==> config.mk <==
export PLATFORM = sky130hd
export DESIGN_NAME = sor_div
export DESIGN_NICKNAME = d
export VERILOG_FILES = /design/src/sor_pkg.sv /design/src/sor_div.sv
export SDC_FILE = /design/constraint.sdc
export NUM_CORES = 1
export LEC_CHECK = 0
export ABC_AREA = 0
export BUFFER_PORTS_ARGS = -buffer_cell sky130_fd_sc_hd__buf_2
export CELL_PAD_IN_SITES_DETAIL_PLACEMENT = 1
export CELL_PAD_IN_SITES_GLOBAL_PLACEMENT = 2
export CORE_MARGIN = 10
export CORE_UTILIZATION = 38
export CTS_CLUSTER_SIZE = 12
export DETAILED_ROUTE_END_ITERATION = 12
export GPL_ROUTABILITY_DRIVEN = 0
export PLACE_DENSITY = 0.95
export SYNTH_ARGS = -nofsm -noshare
export SYNTH_HDL_FRONTEND = slang
export SYNTH_SLANG_ARGS = --single-unit
==> constraint.sdc <==
create_clock -name aclk -period 7.8 [get_ports aclk]
set_input_delay 1.56 -clock aclk [delete_from_list [all_inputs] [get_ports aclk]]
set_output_delay 1.56 -clock aclk [all_outputs]
set_load 0.02 [all_outputs]
==> src/sor_pkg.sv <==
// Shared types and constants for the SOR linear solver.
// No dependencies; used by sor_div and sor_linear_solver.
package sor_pkg;

    localparam int DIV_W  = 50;
    localparam int DIV_CW = 6;

    localparam logic [17:0] W_ONE = 18'd65536;
    localparam logic [17:0] W_MAX = 18'd131072;

    localparam logic [1:0] REG_RELAX = 2'd0;
    localparam logic [1:0] REG_TOL   = 2'd1;
    localparam logic [1:0] REG_ITER  = 2'd2;
    localparam logic [1:0] REG_SIZE  = 2'd3;

    typedef enum logic [3:0] {
        ST_IDLE,
        ST_RD,
        ST_MUL,
        ST_ACC,
        ST_RES,
        ST_M1,
        ST_M2,
        ST_DIV,
        ST_WAIT,
        ST_UPD,
        ST_SWEEP,
        ST_ORD,
        ST_OWR
    } state_t;

    function automatic logic signed [31:0] sat32(input logic signed [52:0] v);
        logic signed [31:0] r;
        if (v > 53'sd2147483647) begin
            r = 32'sh7fffffff;
        end else if (v < -53'sd2147483648) begin
            r = 32'sh80000000;
        end else begin
            r = v[31:0];
        end
        return r;
    endfunction

endpackage

==> src/sor_div.sv <==
// Iterative signed divider, one quotient bit per cycle, truncating toward zero.
// Depends on sor_pkg.
module sor_div (
    input  logic                                aclk,
    input  logic                                aresetn,
    input  logic                                start,
    input  logic signed [sor_pkg::DIV_W-1:0]    dividend,
    input  logic signed [31:0]                  divisor,
    output logic                                done,
    output logic signed [sor_pkg::DIV_W-1:0]    quotient
);
    localparam int DW = sor_pkg::DIV_W;

    logic                       busy_reg, busy_next;
    logic                       done_reg, done_next;
    logic [sor_pkg::DIV_CW-1:0] cnt_reg;
    logic [32:0]                rem_reg, dsr_reg;
    logic [DW-1:0]              q_reg;
    logic                       neg_reg;
    logic [32:0]                rem_sh;
    logic                       ge;

    assign rem_sh = {rem_reg[31:0], q_reg[DW-1]};
    assign ge     = rem_sh >= dsr_reg;

    always_comb begin
        busy_next = busy_reg;
        done_next = 1'b0;
        if (start) begin
            busy_next = 1'b1;
        end else if (busy_reg && cnt_reg == sor_pkg::DIV_CW'(DW - 1)) begin
            busy_next = 1'b0;
            done_next = 1'b1;
        end
    end

    always_ff @(posedge aclk) begin
        if (!aresetn) begin
            busy_reg <= 1'b0;
            done_reg <= 1'b0;
        end else begin
            busy_reg <= busy_next;
            done_reg <= done_next;
        end
    end

    always_ff @(posedge aclk) begin
        if (start) begin
            q_reg   <= dividend[DW-1] ? DW'(-dividend) : DW'(dividend);
            dsr_reg <= divisor[31] ? 33'(-{divisor[31], divisor}) : {1'b0, divisor};
            rem_reg <= '0;
            cnt_reg <= '0;
            neg_reg <= dividend[DW-1] ^ divisor[31];
        end else if (busy_reg) begin
            rem_reg <= ge ? rem_sh - dsr_reg : rem_sh;
            q_reg   <= {q_reg[DW-2:0], ge};
            cnt_reg <= cnt_reg + 1'b1;
        end
    end

    assign done     = done_reg;
    assign quotient = neg_reg ? -$signed(q_reg) : $signed(q_reg);

endmodule

==> run metrics <==
CTS sink count=124; syn nets=1186; final setup violation count=0; RSZ-0062 raised after global routing=no; CP Data Arrival Time=3.60 ns; gr ovfl total=0; final setup TNS=0 ns; register bit count reported by yosys=124; Slew headroom=28.3%; Power Dens Cells=200 mW/mm2; Syn-to-layout area delta=16.2%; layout cells sized above 1=17.5%; slowest stage delay, CP=0.46 ns; drt drc=0; setup bufs post-CTS=0; worst hold path type=flop to flop; # IOs=136; core area=0.0242 mm2; post-synth top area share=27.0%; CTS root buffer=clkbuf_16; NetSw=0.732 mW; Top cell by count, worst path=or4_4; Pint=1.44 mW; drt initial violations=505; asr flop ratio synth=0%; Cell Area, Synth=0.00933 mm2; GRT Total Usage=17.0%; CP Data Required Time=6.24 ns; cells resized by post-CTS repair=0; Initial Util=38.5%; Nets=1302; Max Slew Vio Count=0; Clock Path Buffers=2; Synth cell types=69; area post-placement=0.0103 mm2; row count=57; crit-path max FO=5; EDFF count, synth=84; 1st-pass router iterations=5; Logic pwr share=27.1%; Post-DP HPWL=20300 um; Placed Cells=1483; synth warn=0; fin crit period=5.16 ns; Antenna Nets Post-Route=0; FF-to-FF setup slack=4.19 ns; Final Cell Area=0.0108 mm2; top cells by area, synth=edfxtp_1 (27%), xnor2_1 (8.8%), dfxtp_1 (8.6%); Post-Synthesis Cells=1062; Die Span Y=177 um; first-pass GRT wire length=43800 um; H-tree Lvls=4; Worst setup EP type=primary output; Hold Buf Count CTS=0; max_cap viols=0; max FFs per register=50; clk slew on worst S/H paths=0.06 ns; vias in the first global route=8624; CP Class=flop to primary output; DR WL/cell=17.7 um; Final Core Density=44.7%; TritonCTS Buffers=17; Fin Clk Skew=0.00904 ns; Avg Cell Area, Syn=8.78 um2; clock network fraction of total power=34.6%; vias per cell=5.44; via count=8247; total design power=2.17 mW; die area=0.0312 mm2; Max IR drop VDD=0.000131 V; fraction of power consumed by sequential logic=38.3%; post-synthesis sequential area ratio=35.6%; Final Non-Filler Cells=1516; clk_lat worst skew=0.42 ns; Yosys top cell by area=edfxtp_1; initial antenna violation count=1; crit share post-route=66.1%; startpoint class of the critical path=flop; CP max-delay cell=or4_4; fmax=194 MHz; largest net degree at the start of global routing=67; CTS tree=yes; die width=177 um; status=complete, no violations; Pleak=4.16 nW; Worst-Margin Slew=1.07 ns; WL final=26900 um; Switching Share=33.7%; port bufs=135; crit-path cells=inv_1 > ha_1 > nor2b_1 > nand3_1 > or4_4 > or2_4 > or4_4 > or3_4 > o31ai_4 > xnor2_1 > buf_2; endpoints failing hold=0; Main synth FF type=edfxtp_1
## power groups by stage
stage / logic [mW] / registers [mW] / clock network (mW)
final: 0.589 / 0.831 / 0.750
after global routing: 0.652 / 0.840 / 0.787
after CTS: 0.593 / 0.831 / 0.761
after detailed placement: 0.588 / 0.845 / 0
after global placement: 0.574 / 0.841 / 0
after floorplan: 0.405 / 0.827 / 0
## cell usage after synthesis, types with 4 or more instances
master and instances:
xor2_1 59, or3_4 5, ha_1 38, a31oi_1 4
nand4_1 10, nand2_1 91, or4_1 11, o41ai_1 13
edfxtp_1 84, buf_2 4, nand2b_1 9, and2_1 4
or4_4 7, or2_2 6, or3_1 14, o21a_1 6
nor2_1 100, a21oi_1 88, nor3_1 11, buf_1 4
dfxtp_1 40, nor4_1 11, nor2b_1 9, o21ai_0 72
o211ai_1 6, o31ai_1 35, and3_1 5, xnor2_1 94
clkbuf_1 35, mux2i_1 20, nand3_1 21, a211oi_1 19
a21o_1 14, inv_1 57
## area by class of cell
cell class | count | area [um2]
fill | 2902 | 13400
multi-input combinational | 835 | 5600
sequential | 124 | 3320
timing repair buffer | 143 | 738
clock buffer | 17 | 425
tap | 324 | 405
inverter | 57 | 214
clock inverter | 15 | 125
antenna | 1 | 2.50
## per-stage QoR
| step | worst slack (ns) | hold WS (ns) |
|---|---|---|
| 6_report | 2.64 | 0.484 |
| 2_1_floorplan | 3.36 | 0.432 |
| 4_1_cts | 2.60 | 0.482 |
| 5_1_grt | 2.45 | 0.525 |
| 3_3_place_gp | 3.15 | 0.448 |
| 3_5_place_dp | 3.05 | 0.465 |
## metal layers
layer  global-route usage, %  part of all wire [%]  wire, um  vias to the layer above
met1                    22.3                    47     12700                     3975
met4                    4.73                   1.2       310                        0
met2                    28.1                    47     12700                      164
met5                       0                     0         0                        -
li1                        -                     -         -                     4086
met3                    2.84                   4.3      1170                       22
## path summary, 6_finish.rpt
| check | startpoint | endpoint | cells after the start |
|---|---|---|---|
| max | q_reg[1] | quotient[42] | 11 |
| min | rem_reg[17] | rem_reg[17] | 2 |
| max reg2reg | dsr_reg[20] | rem_reg[16] | 12 |
| min reg2reg | rem_reg[17] | rem_reg[17] | 2 |
## critical path: cells and delay by family (launching register included)
kind	cells	cell delay, ns
buffers and inverters	2	0.27
AO/OA/AOI/OAI	1	0.25
flip-flops	1	0.42
adder cells (fa/ha/maj)	1	0.18
AND/OR/NAND/NOR	6	1.92
XOR/XNOR	1	0.14
## cell usage in the layout (no fill, tap or decap), types with 7 or more instances in the layout
cell / synthesis / layout
buf_2: 4 / 134
dfxtp_1: 40 / 40
or3_1: 14 / 14
nor4_1: 11 / 11
o21ai_0: 72 / 72
o41ai_1: 13 / 13
nor3_1: 11 / 11
nand4_1: 10 / 10
or4_4: 7 / 7
edfxtp_1: 84 / 84
nand3_1: 21 / 21
a211oi_1: 19 / 19
buf_4: 3 / 9
nand2_1: 91 / 91
a21oi_1: 88 / 88
clkbuf_16: 0 / 17
nor2b_1: 9 / 9
nand2b_1: 9 / 9
xnor2_1: 94 / 94
o31ai_1: 35 / 35
a21o_1: 14 / 13
nor2_1: 100 / 100
or4_1: 11 / 11
xor2_1: 59 / 59
inv_1: 57 / 56
mux2i_1: 20 / 20
ha_1: 38 / 38
## logic make-up (layout without fill, tap and decap cells)
kind of cell | after synthesis | after routing | synth area share [%]
buffers and inverters | 103 | 232 | 4.32
other | 1 | 2 | 0.0402
AND/OR/NAND/NOR | 332 | 332 | 18.1
adder cells (fa/ha/maj) | 39 | 39 | 5.31
AO/OA/AOI/OAI | 289 | 289 | 20.0
XOR/XNOR | 153 | 153 | 14.4
flip-flops | 124 | 124 | 35.6
multiplexers | 21 | 21 | 2.27
Note: power is estimated with default switching activity, not from simulation.
